## config.mk

```make
export PLATFORM = sky130hd
export DESIGN_NAME = pat_ram
export DESIGN_NICKNAME = d
export VERILOG_FILES = /design/src/design/pat_ram.sv
export SDC_FILE = /design/constraint.sdc
export NUM_CORES = 1
export LEC_CHECK = 0
export ABC_CLOCK_PERIOD_IN_PS = 4700
export BUFFER_PORTS_ARGS = -buffer_cell sky130_fd_sc_hd__buf_2
export CORE_MARGIN = 3
export CORE_UTILIZATION = 65
export DETAILED_ROUTE_END_ITERATION = 8
export GPL_TIMING_DRIVEN = 0
export PLACE_DENSITY = 0.86
export RECOVER_POWER = 25
export SYNTH_ARGS = -nofsm -noshare
export SYNTH_HDL_FRONTEND = slang
export SYNTH_SLANG_ARGS = --single-unit
```

## constraint.sdc

```tcl
create_clock -name clock -period 4.7 [get_ports clock]
set_input_delay 0.47 -clock clock [delete_from_list [all_inputs] [get_ports clock]]
set_output_delay 0.47 -clock clock [all_outputs]
set_load 0.03 [all_outputs]
```

## src/design/pat_ram.sv

```systemverilog
module pat_ram #(
   parameter int WIDTH = 32,
   parameter int DEPTH = 32
) (
   input  logic                     clock,
   input  logic                     we,
   input  logic [$clog2(DEPTH)-1:0] waddr,
   input  logic [WIDTH-1:0]         wdata,
   input  logic [$clog2(DEPTH)-1:0] raddr,
   output logic [WIDTH-1:0]         rdata
);

   logic [WIDTH-1:0] mem_ff [DEPTH];
   logic [WIDTH-1:0] rdata_ff;

   // one write port, one registered read port
   always_ff @(posedge clock) begin
      if (we) begin
         mem_ff[waddr] <= wdata;
      end
      rdata_ff <= mem_ff[raddr];
   end

   assign rdata = rdata_ff;

endmodule

```

# Word level (Yosys, flattened, before mapping)

Memories as Yosys holds them, arrays and structs flattened. A register that Yosys moved wholly into a read port is not among the register bits.
Cells that the tools add are included.

Bits in registers: 0
Latch bits: 0
Bits in writable memories: 1,024
ROM bits: 0
Logic and storage cells: 3
Memories kept: 1

Memories:

| memory | words | bits a word | rd ports | clocked after Yosys merged registers in | write ports | line | text |
|---|---|---|---|---|---|---|---|
| mem_ff | 32    | 32          | 1        | 1                                       | 1           | 13   | `logic [WIDTH-1:0] mem_ff [DEPTH];` |

$add $sub $neg: 0
$mul: 0
Div/mod/pow operators: 0
$lt $le $gt $ge: 0
Eq/ne operators: 0
Shift operators: 0
Muxes and demuxes: 2
Bitwise logic cells: 0
Reductions and logical operators: 0

Operators by type and width:

| operator | count |
|---|---|
| $mux 1   | 2 |

# Depth between registers and ports, before layout

Depth after elaboration: 2
Gate-level depth with buffers: 8

# Least setup slack after synthesis

Ideal clock, no wire load.

Path type: input to register
Start: input waddr[1]
End: memory mem_ff[12][0] (enable)
Library setup time: 0.421 ns
Data arrival time: 2.483 ns
Path slack: 1.796 ns
Stages on the path: 3
Buffers on the path: 1
Path through: or3b_2 clkbuf_1 nor2_1

RTL lines:

| element         | line | text |
|---|---|---|
| start, declared | 7    | `input logic [$clog2(DEPTH)-1:0] waddr,` |
| end, declared   | 13   |  |

No word-level cell before the write port.

==> metrics.yaml <==
critPathRequiredTime_ns: 5.14
endpoint: "rdata[12]"
ys_seq_area_share_pct: 77.5
finalHoldViolCount: 0
worst_hold_slack_ns: 0.396
multiInputGateArea_um2: 8580
r2r-end: "rdata[12]"
syn_nets: 2304
grt_util_all_layers_pct: 31.3
synth_compound_area_share_pct: 4.85
rows: 90
period_needed_ns: 2.41
synth-adder-area-share_pct: 0
synth_area_um2: 40500
antenna_found_initial: 1
clock_sinks: 1056
path_class: "in -> reg"
h-tree-depth: 3
critPathBufInv: 3
power.density_nw_per_um2: 426
clockBufferDepth: 3
tns_ns: 0
r2r_cells: 5
fin_nets: 2508
tightestPinTransition_ns: 1.62
die-area_um2: 65300
cts_buffers: 96
synth.area.mux_share_pct: 12.7
synth-simple-area-share_pct: 3.10
use_met1_pct: 39.0
drt_iter0_markers: 3044
drive_gt1_share_pct: 13.2
mostFrequentLayoutCell: "edfxtp_1"
slew_headroom_pct: -8.33
grt_first_pass_wirelength_mm: 150
clk_transition_reported_paths_ns: 0.06
ys.warnings.count: 0
cts_resized: 0
cp_slowest_cell: "clkbuf_1"
avgSynthCellArea_um2: 17.9
setup_viol: 0
min_path_type: "in -> reg"
first_pass_iters: 7
p_leak_nw: 16.1
place.detailed.hpwl_mm: 62.0
clock_skew_ns: 0.0269
place.port_buffers: 74
ctsHoldBuffers: 0
status: "finished, violations left"
synth_xor_xnor_area_share_pct: 0
vias: 23100
endpoint_kind: "flop"
vias_per_cell: 6.84
critPathMaxStageDelay_ns: 0.54
cp_max_fo: 10
cts_setup_buffers: 0
r2r_start: "mem_ff[5][12]"
startpoint_type: "primary input"
coreArea_um2: 61000
cp_num_cells: 8
cap_violations: 5
area_growth_pct: 13.7
rsz0062_at_grt: "no"
use_met3_pct: 7.26
place_congestion: 0.883
ys_types: 25
seqCellArea_um2: 31400
drc: 0
power_mw: 19.6
crit_top_cell: "buf_2"
top_usage_layer: "met2"
failed_checks: "capacitance limit, slew limit"
hold_depth: 1
met2_usage_pct: 52.0
synth_top_family_by_area: "multiplexers"
pin_count: 76
grt_pass1_vias: 23700
maxSlewViolCount: 131
clkLatencyLatePin_ns: 0.65
crit_family: "buffers and inverters"
grt-ovfl-total: 0
worstPathCellList: "buf_2, nor2_1, buf_2, clkbuf_1, a22o_1, nor3_1, a31oi_1, nand3_1"
vdd_ir_drop_max_uv: 256
timing.final.crit_share_pct: 51.2
clockRootBuffer: "clkbuf_16"
routedWlPerCell_um: 30.5
syn_inst: 2260
final_cell_mix: "1024 x edfxtp_1, 512 x mux2i_1, 99 x clkbuf_16"
wl_mm: 103
fill_cells: 3069
ys_ff_latch: 1056
cp-startpoint: "raddr[1]"
cts_tree: "yes"
diodes: 0
dieWidth_um: 256
r2r_setup_slack_ns: 2.89
die_h_um: 256
postRouteAntennaNets: 0
grt_max_degree: 33
arrival_ns: 2.84
max_freq_mhz: 416
initial_core_util_pct: 66.3
==> per-stage QoR <==
stage / std cells / worst slack [ns] / instance area, um2 / utilization [%]
CTS: 3373 / 2.50 / 46100 / 75.5
finish: 3373 / 2.29 / 46000 / 75.4
global route: 3373 / 2.32 / 46000 / 75.4
floorplan: 2260 / 1.80 / 40500 / -
global placement: 3162 / 0.256 / 41900 / 68.6
detailed placement: 3194 / 1.86 / 42900 / 70.2
==> Yosys cell counts (all sizes together) <==
library cell  number  area share [%]
edfxtp          1024              76
mux2i            512              13
nand2             98            0.91
nand3             98             1.2
a21oi             96             1.2
a22oi             96             1.8
buf               79             1.4
a22o              64             1.4
clkbuf            48            0.46
nor2              34            0.32
a31oi             32            0.49
dfxtp             32             1.6
nor3              32            0.40
nand3b             5           0.093
or3b               3           0.065
nand2b             2           0.031
and2               1           0.015
and2b              1           0.019
nor2b              1           0.015
or2                1           0.015
or3                1           0.015
==> registers in the layout, indices dropped and copies added (netlist names) <==
name and count:
mem_ff 1024, rdata 32
==> where the power goes <==
part	leakage, nW	switching [mW]	total (mW)	internal (mW)
Clock	1.55	3.33	7.92	4.58
Combinational	5.06	0.820	1.16	0.335
Sequential	9.49	0.0406	10.5	10.5
Total	16.1	4.20	19.6	15.4
==> area by class of cell <==
class	instances	area share, %
clock inverter	46	1.10
sequential	1056	68.2
clock buffer	133	5.81
timing repair buffer	106	2.36
multi-input combinational	1077	18.6
buffer	127	1.64
tap	828	2.25
==> metal layers <==
layer | part of all wire [%] | wire, um
met3 | 12 | 12300
met5 | 0.013 | 13
met1 | 33 | 34300
met2 | 49 | 50700
met4 | 5.3 | 5440
==> worst min path at each step <==
stage,startpoint,endpoint
CTS,wdata[29],mem_ff[8][29]
global placement,mem_ff[10][25],rdata[25]
global route,wdata[31],mem_ff[8][31]
detailed placement,mem_ff[26][7],rdata[7]
finish,wdata[17],mem_ff[17][17]
floorplan,mem_ff[16][10],rdata[10]
==> logic make-up after synthesis <==
| family | count (synthesis) |
|---|---|
| DFF | 1056 |
| muxes | 512 |
| AOI/OAI and AO/OA | 288 |
| and+or+nand+nor | 277 |
| buffers and inverters | 127 |
No activity file was read; power rests on OpenSTA's default activity.
