**src/design/pat_pkg.sv**
```systemverilog
package pat_pkg;

   // table geometry
   localparam int PID_MAX       = 1024;
   localparam int PID_BITS      = 10;
   localparam int HANDLE_BITS   = 16;
   localparam int WORD_BITS     = 32;
   localparam int BIT_IDX_BITS  = $clog2(WORD_BITS);
   localparam int WORDS         = PID_MAX / WORD_BITS;
   localparam int WORD_IDX_BITS = PID_BITS - BIT_IDX_BITS;
   localparam int ITER_BITS     = $clog2(WORDS + 1);

   // request functions
   localparam logic [1:0] FUNC_ALLOC   = 2'd0;
   localparam logic [1:0] FUNC_RELEASE = 2'd1;
   localparam logic [1:0] FUNC_FIND    = 2'd2;

   // response status codes
   localparam logic [1:0] STAT_OK        = 2'd0;
   localparam logic [1:0] STAT_EXHAUSTED = 2'd1;
   localparam logic [1:0] STAT_NOT_FOUND = 2'd2;

   // scan window over one map word
   localparam logic [1:0] WIN_UPPER = 2'd0;
   localparam logic [1:0] WIN_FULL  = 2'd1;
   localparam logic [1:0] WIN_LOWER = 2'd2;

   typedef struct packed {
      logic [1:0]             func;
      logic [PID_BITS-1:0]    pid;
      logic [HANDLE_BITS-1:0] task_handle;
   } req_type;

   typedef struct packed {
      logic [1:0]             status;
      logic [PID_BITS-1:0]    out_pid;
      logic [HANDLE_BITS-1:0] out_handle;
   } rsp_type;

   typedef struct packed {
      logic [BIT_IDX_BITS-1:0] start_bit;
      logic [1:0]              window;
      logic                    exclude_zero;
   } scan_ctl_type;

   typedef struct packed {
      logic                    found;
      logic [BIT_IDX_BITS-1:0] bit_idx;
   } scan_res_type;

endpackage

```
**src/design/pat_scan.sv**
```systemverilog
module pat_scan (
   input  logic [pat_pkg::WORD_BITS-1:0] map_word,
   input  pat_pkg::scan_ctl_type         ctl,
   output pat_pkg::scan_res_type         res
);

   logic [pat_pkg::WORD_BITS-1:0] upper_mask;
   logic [pat_pkg::WORD_BITS-1:0] mask;
   logic [pat_pkg::WORD_BITS-1:0] free_bits;

   // window mask: from the start bit up, everything, or below the start bit
   always_comb begin
      upper_mask = {pat_pkg::WORD_BITS{1'b1}} << ctl.start_bit;
      case (ctl.window)
         pat_pkg::WIN_UPPER: mask = upper_mask;
         pat_pkg::WIN_LOWER: mask = ~upper_mask;
         default:            mask = {pat_pkg::WORD_BITS{1'b1}};
      endcase
      // identifier zero is never handed out
      if (ctl.exclude_zero) begin
         mask[0] = 1'b0;
      end
      free_bits = ~map_word & mask;
   end

   // lowest free bit in the window
   always_comb begin
      res.found   = |free_bits;
      res.bit_idx = '0;
      for (int i = pat_pkg::WORD_BITS - 1; i >= 0; i--) begin
         if (free_bits[i]) begin
            res.bit_idx = pat_pkg::BIT_IDX_BITS'(i);
         end
      end
   end

endmodule

```
**config.mk**
```make
export PLATFORM = sky130hd
export DESIGN_NAME = pat_scan
export DESIGN_NICKNAME = d
export VERILOG_FILES = /design/src/design/pat_pkg.sv /design/src/design/pat_scan.sv
export SDC_FILE = /design/constraint.sdc
export NUM_CORES = 1
export LEC_CHECK = 0
export BUFFER_PORTS_ARGS = -buffer_cell sky130_fd_sc_hd__clkbuf_2
export CAP_MARGIN = 20
export CORE_ASPECT_RATIO = 1.5
export CORE_MARGIN = 1.5
export CORE_UTILIZATION = 30
export DETAILED_ROUTE_END_ITERATION = 12
export SLEW_MARGIN = 20
export SYNTH_ARGS = -nofsm -noshare
export SYNTH_HDL_FRONTEND = slang
export SYNTH_SLANG_ARGS = --single-unit
export TNS_END_PERCENT = 5
```
**constraint.sdc**
```tcl
create_clock -name vclk -period 2.8
set_input_delay 0 -clock vclk [all_inputs]
set_output_delay 0 -clock vclk [all_outputs]
set_load 0.01 [all_outputs]
```
Word level (Yosys, flattened, before mapping)
Index checks and enable logic that the tools add are counted.
Widths: inputs -> output; s select.
{"block": "totals", "output_inout_bits": 6, "reg_bits": 0, "elab_cells": 41, "in_bits": 40}
{"block": "classes", "shift": 1, "bitwise": 3, "reduce_logical": 2, "mux": 34, "eq_ne": 1}
{"cell": "$mux 5", "count": 32}
{"cell": "$not 32->32", "count": 2}
{"cell": "$pmux 32 s2", "count": 1}
{"cell": "$and 32x32->32", "count": 1}
{"cell": "$reduce_or 32->1", "count": 1}
{"cell": "$shl 32x5->32 const A", "count": 1}
{"cell": "$eq 2x2->1 const B", "count": 1}
{"cell": "$logic_not 2->1", "count": 1}
{"cell": "$mux 1", "count": 1}

Longest topological paths before layout
Gate-level depths: netlist (run 1).
{"block": "depth", "depth_word": 37, "mapped_depth": 9, "ltp_nobuf": 7}

Worst setup path after synthesis (run 1)
OpenSTA, ideal clock, no wires.
{"block": "synth_timing", "kind": "input -> output", "startpoint": "in ctl[4] (netlist bit)", "endpoint": "out res[2] (netlist bit)", "required_time_ns": 2.800, "t_arrival_ns": 1.695, "path_buffers": 1, "path_slack_ns": 1.105, "path_stages": 8, "path_cell_list": "buf_4 -> a211oi_1 -> mux2i_1 -> o211ai_1 -> or3_4 -> o21bai_1 -> a21o_1 -> a21oi_2"}
{"item": "from (decl)", "line_no": "pat_scan.sv:3", "rtl": "input pat_pkg::scan_ctl_type ctl,"}
{"item": "to (decl)", "line_no": "pat_scan.sv:4", "rtl": "output pat_pkg::scan_res_type res"}

==> flow_summary.yaml, run 1 <==
sta:
  fin_crit_ns: 2.21
  setup_viol: 0
  fmax_mhz: 452
  slew_headroom_pct: 55.0
  hold_viol: 0
  worst_pin_slew_ns: 0.673
  tns_ns: 0
  rsz0062_at_grt: "no"
  drv_slew: 0
  fin_crit_sh_pct: 79.1
pwr:
  pwr-share-clk_pct: 0
  internal-power_w: 0.000122
  p_leak_nw: 0.702
  power_frac_comb_pct: 100.0
  vdd_drop_max_uv: 51.9
  p_sw_share_pct: 60.4
  power_w: 0.000309
  p_seq_share_pct: 0
  power.density_nw_per_um2: 168
  p_switching_w: 0.000187
critical_path:
  crit_top_cell: "clkbuf_2"
  crit_cells: 9
  critPathMaxStageDelay_ns: 0.48
  crit_buf_inv: 2
  path_cells: "clkbuf_2, or3_1, a21oi_1, xnor2_1, a211oi_1, a2111oi_0, o221ai_1, nor2_1, clkbuf_2"
  criticalPathCategory: "in -> out"
  cp.arrival_ns: 2.21
  crit_path_start_kind: "input port"
  cp_max_fo: 30
  crit_slowest_cell: "or3_1"
  required_ns: 2.80
  setup.worst_path.end_class: "output pin"
  crit_family: "compound AO/OA/AOI/OAI gates"
cells_and_area:
  fillerInstances: 592
  fin_nets: 321
  postLayoutCellArea_um2: 1840
  area_growth_pct: 13.5
  final-seq-area_um2: 0
  final_util_pct: 35.7
  layout.cells.non_filler: 347
  seq_cells: 0
  drive_gt1_share_pct: 23.3
  nClkBuffers: 0
  num_antenna_cells: 0
yosys:
  synthTopCellsByArea: "a21oi_1 8.3%, nor2_1 6.0%, xnor2_1 4.8%"
  synth.distinct_cells: 63
  mappedNetlistNets: 289
  synthCells: 249
  synth_area_um2: 1630
  seq_area_frac_synth_pct: 0
  avgSynthCellArea_um2: 6.53
  yosysTopAreaCell: "a21oi_1"
  synth.top_cell.area_share_pct: 8.31
  yosysWarnings: 0
die:
  initial_utilization_pct: 31.5
  die_x_um: 63.1
  ioPinCount: 46
  core_um2: 5160
  die_h_um: 93.1
  rows: 32
  dieArea_um2: 5880
grt:
  gr-total-overflow: 0
  grt_pass1_vias: 2014
  grt_start_max_net_pins: 39
  antenna_found_initial: 0
  gr-usage-all-layers_pct: 19.8
  grt_pass1_wl_mm: 9.57
routing:
  wirelength_mm: 5.87
  vias: 2127
  first_iter_violations: 150
  antenna_left: 0
  routed_via_density: 6.13
  wl_per_cell_um: 16.9
  drtPass1Iterations: 6
  remaining_drc_errors: 0
cts:
  ctsResizeCount: 0
  cts_hold_buffers: 0
  postCtsSetupRepairBufs: 0
min_path:
  min_path_cells: 6
  hold_class: "in -> out"
  min-delay-start: "map_word[0]"
  holdPathEnd: "res[0]"
placed_design:
  post-dp-hpwl_mm: 4.61
  dp.cells: 347
  gp_congestion: 0.981
  portBuffers: 46
  post_dp_cell_area_um2: 1840
flow_run:
  max_cap_violations: 0
status:
  outcome: "finished clean"
logic make-up after synthesis:
group / count (synthesis) / share of synthesized area [%]
AO/OA/AOI/OAI: 102 / 45.5
XOR/XNOR: 10 / 5.39
buffers and inverters: 27 / 10.2
multiplexers: 7 / 4.46
AND/OR/NAND/NOR: 103 / 34.5
per-stage QoR:
step / worst slack [ns] / hold slack, ns
after floorplan: 1.10 / 0.254
after global placement: 0.638 / 0.498
after CTS: 0.587 / 0.507
after global routing: 0.374 / 0.566
after detailed placement: 0.593 / 0.506
final: 0.585 / 0.500
worst max path at each step:
stage	from	endpoint
after global routing	ctl[7]	res[1]
after detailed placement	ctl[5]	res[2]
after global placement	ctl[5]	res[0]
final	ctl[5]	res[0]
after CTS	ctl[5]	res[2]
after floorplan	ctl[4]	res[2]
layout by cell type, fill, tap and decap left out, types with 4 or more instances in the layout:
cell type  count
nand3_1        7
nor3_1        15
o211ai_1       4
nand2b_1       4
a211oi_1       9
clkbuf_2      46
o221ai_1       4
nor2_1        26
nor2b_1        5
mux2i_1        5
or3_1          4
a21oi_1       27
inv_1          6
xnor2_1        9
nand2_1       19
o21ai_0       11
cell usage after synthesis (4+ instances only):
master / number
a21oi_1: 27
buf_4: 8
o211ai_1: 4
mux2i_1: 5
nor3_1: 15
nand2b_1: 4
xnor2_1: 9
o221ai_1: 4
inv_1: 6
or3_1: 4
nor2b_1: 5
nand3_1: 7
buf_2: 9
a211oi_1: 9
o21ai_0: 11
nand2_1: 19
nor2_1: 26
power by group through the flow:
| stage | registers, W | logic [W] | clock network (W) |
|---|---|---|---|
| 6_report | 0 | 0.000309 | 0 |
| 5_1_grt | 0 | 0.000340 | 0 |
| 4_1_cts | 0 | 0.000305 | 0 |
| 3_5_place_dp | 0 | 0.000304 | 0 |
| 3_3_place_gp | 0 | 0.000302 | 0 |
| 2_1_floorplan | 0 | 0.000215 | 0 |
cell type report:
| cell class | instances | area [um2] | area share, % |
|---|---|---|---|
| inverter | 7 | 26.3 | 1.42 |
| timing repair buffer | 50 | 273 | 14.8 |
| multi-input combinational | 222 | 1460 | 79.2 |
| tap | 68 | 85.1 | 4.61 |
tightest hold or removal path: stages:
cell      delay [ns]
clkbuf_2        0.08
nor2_1          0.12
nand2_1         0.07
o221ai_1        0.07
nor2_1          0.06
clkbuf_2        0.12
routing by layer:
metal | global-route usage [%] | share of wire (%) | vias up
met5 | 0 | 0 | -
li1 | - | - | 1029
met1 | 23.5 | 40 | 975
met4 | 7.78 | 3.8 | 0
met2 | 36.7 | 51 | 107
met3 | 1.08 | 5.6 | 16
(Power assumes the default switching activity.)
==> run 2, diff against run 1 <==
- clock period: 2.8 -> 2 ns (I/O delays scaled with it)
==> run 2 against run 1 <==
Effect of this change:
- final cell count up 9.2%
- non-clock buffer count up 32
- first-iteration DRC count up 7.3%
- critical endpoint unchanged
==> flow_summary.yaml, run 2 (synthesis results as in run 1) <==
placed_design:
  dp.cells: 377
  post_dp_cell_area_um2: 2120
  gp_congestion: 0.912
  post-dp-hpwl_mm: 5.01
  portBuffers: 46
sta:
  fin_crit_ns: 1.97
  fin_crit_sh_pct: 98.5
  rsz0062_at_grt: "yes"
  drv_slew: 0
  worst_pin_slew_ns: 0.586
  hold_viol: 0
  slew_headroom_pct: 60.8
  fmax_mhz: 508
  tns_ns: 0
  setup_viol: 0
  fin_hold_ws_ns: 0.545
flow_run:
  max_cap_violations: 0
die:
  die_x_um: 63.1
  rows: 32
  die_h_um: 93.1
  core_um2: 5160
  dieArea_um2: 5880
  initial_utilization_pct: 31.5
  ioPinCount: 46
critical_path:
  crit_path_start_kind: "input port"
  criticalPathCategory: "in -> out"
  cp_max_fo: 14
  setup.worst_path.end_class: "output pin"
  required_ns: 2.00
  cp.arrival_ns: 1.97
routing:
  wirelength_mm: 6.44
  antenna_left: 0
  wl_per_cell_um: 17.0
  first_iter_violations: 161
  vias: 2293
  routed_via_density: 6.05
  remaining_drc_errors: 0
  drtPass1Iterations: 4
cells_and_area:
  seq_cells: 0
  final_util_pct: 43.6
  num_antenna_cells: 0
  nClkBuffers: 0
  drive_gt1_share_pct: 38.3
  postLayoutCellArea_um2: 2250
  fin_nets: 353
  area_growth_pct: 38.4
  layout.cells.non_filler: 379
  layout_commonest_cell: "clkbuf_2"
  final-seq-area_um2: 0
  most-common-layout-cells: "42 x clkbuf_2, 30 x buf_4, 26 x a21oi_1, 26 x nor2_1, 19 x nand2_1"
  fillerInstances: 563
pwr:
  vdd_drop_max_uv: 95.0
  power.density_nw_per_um2: 238
  p_leak_nw: 0.894
status:
  outcome: "finished clean"
grt:
  grt_pass1_vias: 2159
  grt_pass1_wl_mm: 9.99
  gr-usage-all-layers_pct: 20.9
  grt_start_max_net_pins: 26
  gr-total-overflow: 0
  antenna_found_initial: 0
min_path:
  min_path_cells: 7
  hold_class: "in -> out"
## run 2: cell types whose count changed in the layout (fill, tap and decap cells not counted), moves of 3 or more
cell / delta
nor3_1: -4
buf_2: +3
a211oi_2: +5
nor3_2: +4
clkbuf_2: -4
a211oi_1: -5
buf_12: +4
buf_4: +27
## run 2: worst paths after layout
path / startpoint / end / slack [ns]
max: ctl[1] / res[0] / 0.03
min: map_word[6] / res[1] / 0.54
## run 2: power breakdown
part / switching (W) / leakage (nW) / internal, W / total, W
sequential: 0 / 0 / 0 / 0
combinational: 0.000298 / 0.894 / 0.000237 / 0.000535
clock: 0 / 0 / 0 / 0
total: 0.000298 / 0.894 / 0.000237 / 0.000535
## run 2: layer usage
| layer | GRT usage (%) | vias to the layer above | routed length, um | part of all wire (%) |
|---|---|---|---|---|
| met5 | 0 | - | 0 | 0 |
| met4 | 11.9 | 0 | 370 | 5.7 |
| met3 | 0.842 | 26 | 325 | 5.0 |
| met2 | 38.7 | 111 | 3240 | 50 |
| met1 | 23.5 | 1068 | 2510 | 39 |
| li1 | - | 1088 | - | - |
## run 2: cell type report
| type | count | area [um2] | share of cell area [%] |
|---|---|---|---|
| multi-input cells | 222 | 1570 | 69.6 |
| repair buffers | 82 | 569 | 25.3 |
| well taps | 68 | 85.1 | 3.78 |
| inverters | 7 | 30.0 | 1.33 |
## run 2: through the flow
stage | total power, W | setup slack [ns]
detailed placement | 0.000488 | -0.0169
floorplan | 0.000301 | 0.305
finish | 0.000535 | 0.0297
global placement | 0.000486 | -0.0172
global route | 0.000576 | -0.0320
CTS | 0.000493 | 0.0455
## run 2: repair_timing
item                                    CTS  global route
pin swaps                                 0             6
gates resized for setup                   3            28
hold buffers                              0             0
endpoints found under the setup margin    2             6
setup buffers                             0             2
## run 2: critical path: stages
cell and delay [ns]:
clkbuf_2 0.09, buf_4 0.20, or2_4 0.32, o32a_1 0.37, a222oi_1 0.42, o31ai_2 0.13
a211oi_2 0.23, nor2_1 0.07, clkbuf_2 0.13
==> run 3, diff against run 2 <==
- CELL_PAD_IN_SITES_DETAIL_PLACEMENT: unset -> 1
- CELL_PAD_IN_SITES_GLOBAL_PLACEMENT: unset -> 1
- PLACE_DENSITY_LB_ADDON: unset -> 0.1
==> run 3 against run 2 <==
Effect of this change:
- cell area increased by 11%
- critical endpoint unchanged
- global-route usage up 3.5 points
- utilization increased by 4.7 points
==> flow_summary.yaml, run 3 (synthesis results as in run 1) <==
status:
  outcome: "finished clean"
pwr:
  pwr-share-clk_pct: 0
  internal-power_w: 0.000273
  power_frac_comb_pct: 100.0
  p_leak_nw: 1.02
  power.density_nw_per_um2: 238
  p_seq_share_pct: 0
  vdd_drop_max_uv: 110
  p_switching_w: 0.000322
  p_sw_share_pct: 54.1
cells_and_area:
  final_util_pct: 48.3
  drive_gt1_share_pct: 45.0
  most-common-layout-cells: "50 x buf_4, 41 x clkbuf_2, 26 x a21oi_1"
  postLayoutCellArea_um2: 2490
  final-seq-area_um2: 0
  fin_nets: 373
  seq_cells: 0
  layout_commonest_cell: "buf_4"
  num_antenna_cells: 0
  area_growth_pct: 53.5
  nClkBuffers: 0
die:
  rows: 32
  die_x_um: 63.1
  initial_utilization_pct: 31.5
  ioPinCount: 46
  core_um2: 5160
  dieArea_um2: 5880
  die_h_um: 93.1
placed_design:
  post-dp-hpwl_mm: 5.87
  gp_congestion: 0.874
  portBuffers: 46
  post_dp_cell_area_um2: 2210
cts:
  cts_hold_buffers: 0
min_path:
  hold_class: "in -> out"
sta:
  fin_crit_sh_pct: 98.9
  worst_pin_slew_ns: 0.456
  slew_headroom_pct: 68.8
  hold_viol: 0
  setup_viol: 0
  fin_crit_ns: 1.98
  fmax_mhz: 506
  drv_slew: 0
  rsz0062_at_grt: "yes"
critical_path:
  cp.arrival_ns: 1.98
  cp_max_fo: 11
  setup.worst_path.end_class: "output pin"
  required_ns: 2.00
  cp-endpoint: "res[0]"
  criticalPathCategory: "in -> out"
  crit_path_start_kind: "input port"
  crit_start: "ctl[5]"
routing:
  remaining_drc_errors: 0
  vias: 2334
  first_iter_violations: 88
  wl_per_cell_um: 18.8
  wirelength_mm: 7.49
  drtPass1Iterations: 4
  routed_via_density: 5.85
  antenna_left: 0
grt:
  gr-usage-all-layers_pct: 24.4
  grt_pass1_wl_mm: 11.5
  gr-total-overflow: 0
  antenna_found_initial: 0
  grt_pass1_vias: 2275
  grt_start_max_net_pins: 21
flow_run:
  max_cap_violations: 0
## run 3: timing repair
item                       in CTS  in global routing
resized for setup               8                 45
gates cloned                    0                  1
setup endpoints to repair       4                  6
buffers inserted                0                  5
pin swaps                       1                 14
## run 3: metal layers
layer	GRT usage, %	up-vias	part of all wire [%]
met2	46.3	54	52
met4	7.41	0	4.6
li1	-	1132	-
met5	0	-	0
met3	0.481	18	2.2
met1	29.4	1130	41
## run 3: through the flow
stage / total power (W) / hold slack (ns) / instances / TNS (ns) / worst slack, ns
global placement: 0.000511 / 0.536 / 393 / -0.135 / -0.0832
detailed placement: 0.000518 / 0.555 / 393 / -0.238 / -0.105
CTS: 0.000529 / 0.555 / 393 / 0 / 0.00134
floorplan: 0.000301 / 0.254 / 249 / 0 / 0.305
finish: 0.000594 / 0.555 / 399 / 0 / 0.0225
global route: 0.000642 / 0.586 / 399 / -0.109 / -0.0259
## run 3: how the worst min path moves through the flow
stage	end	depth (start not counted)	slack [ns]	start
detailed placement	res[1]	7	0.55	map_word[7]
global placement	res[0]	6	0.54	map_word[0]
CTS	res[1]	7	0.56	map_word[7]
floorplan	res[2]	4	0.25	map_word[1]
global route	res[0]	6	0.59	map_word[0]
finish	res[1]	7	0.56	map_word[7]
## run 3: layout make-up
| cell class | instances | area (um2) |
|---|---|---|
| Fill cell | 696 | 2670 |
| Multi-Input combinational cell | 222 | 1650 |
| Timing Repair Buffer | 102 | 733 |
| Tap cell | 68 | 85.1 |
| Inverter | 7 | 26.3 |
## run 3: power groups by stage
stage          clock [W]  combinational [W]  sequential, W
2_1_floorplan          0           0.000301              0
3_3_place_gp           0           0.000511              0
3_5_place_dp           0           0.000518              0
4_1_cts                0           0.000529              0
5_1_grt                0           0.000642              0
6_report               0           0.000594              0
## run 3: worst max-delay path, cell delays in order
cell      delay, ns
buf_2          0.24
nand4_1        0.27
buf_4          0.23
mux2i_1        0.14
o22ai_1        0.12
a222oi_1       0.28
o31ai_1        0.12
buf_4          0.15
a211oi_2       0.22
nor2_1         0.08
clkbuf_2       0.13
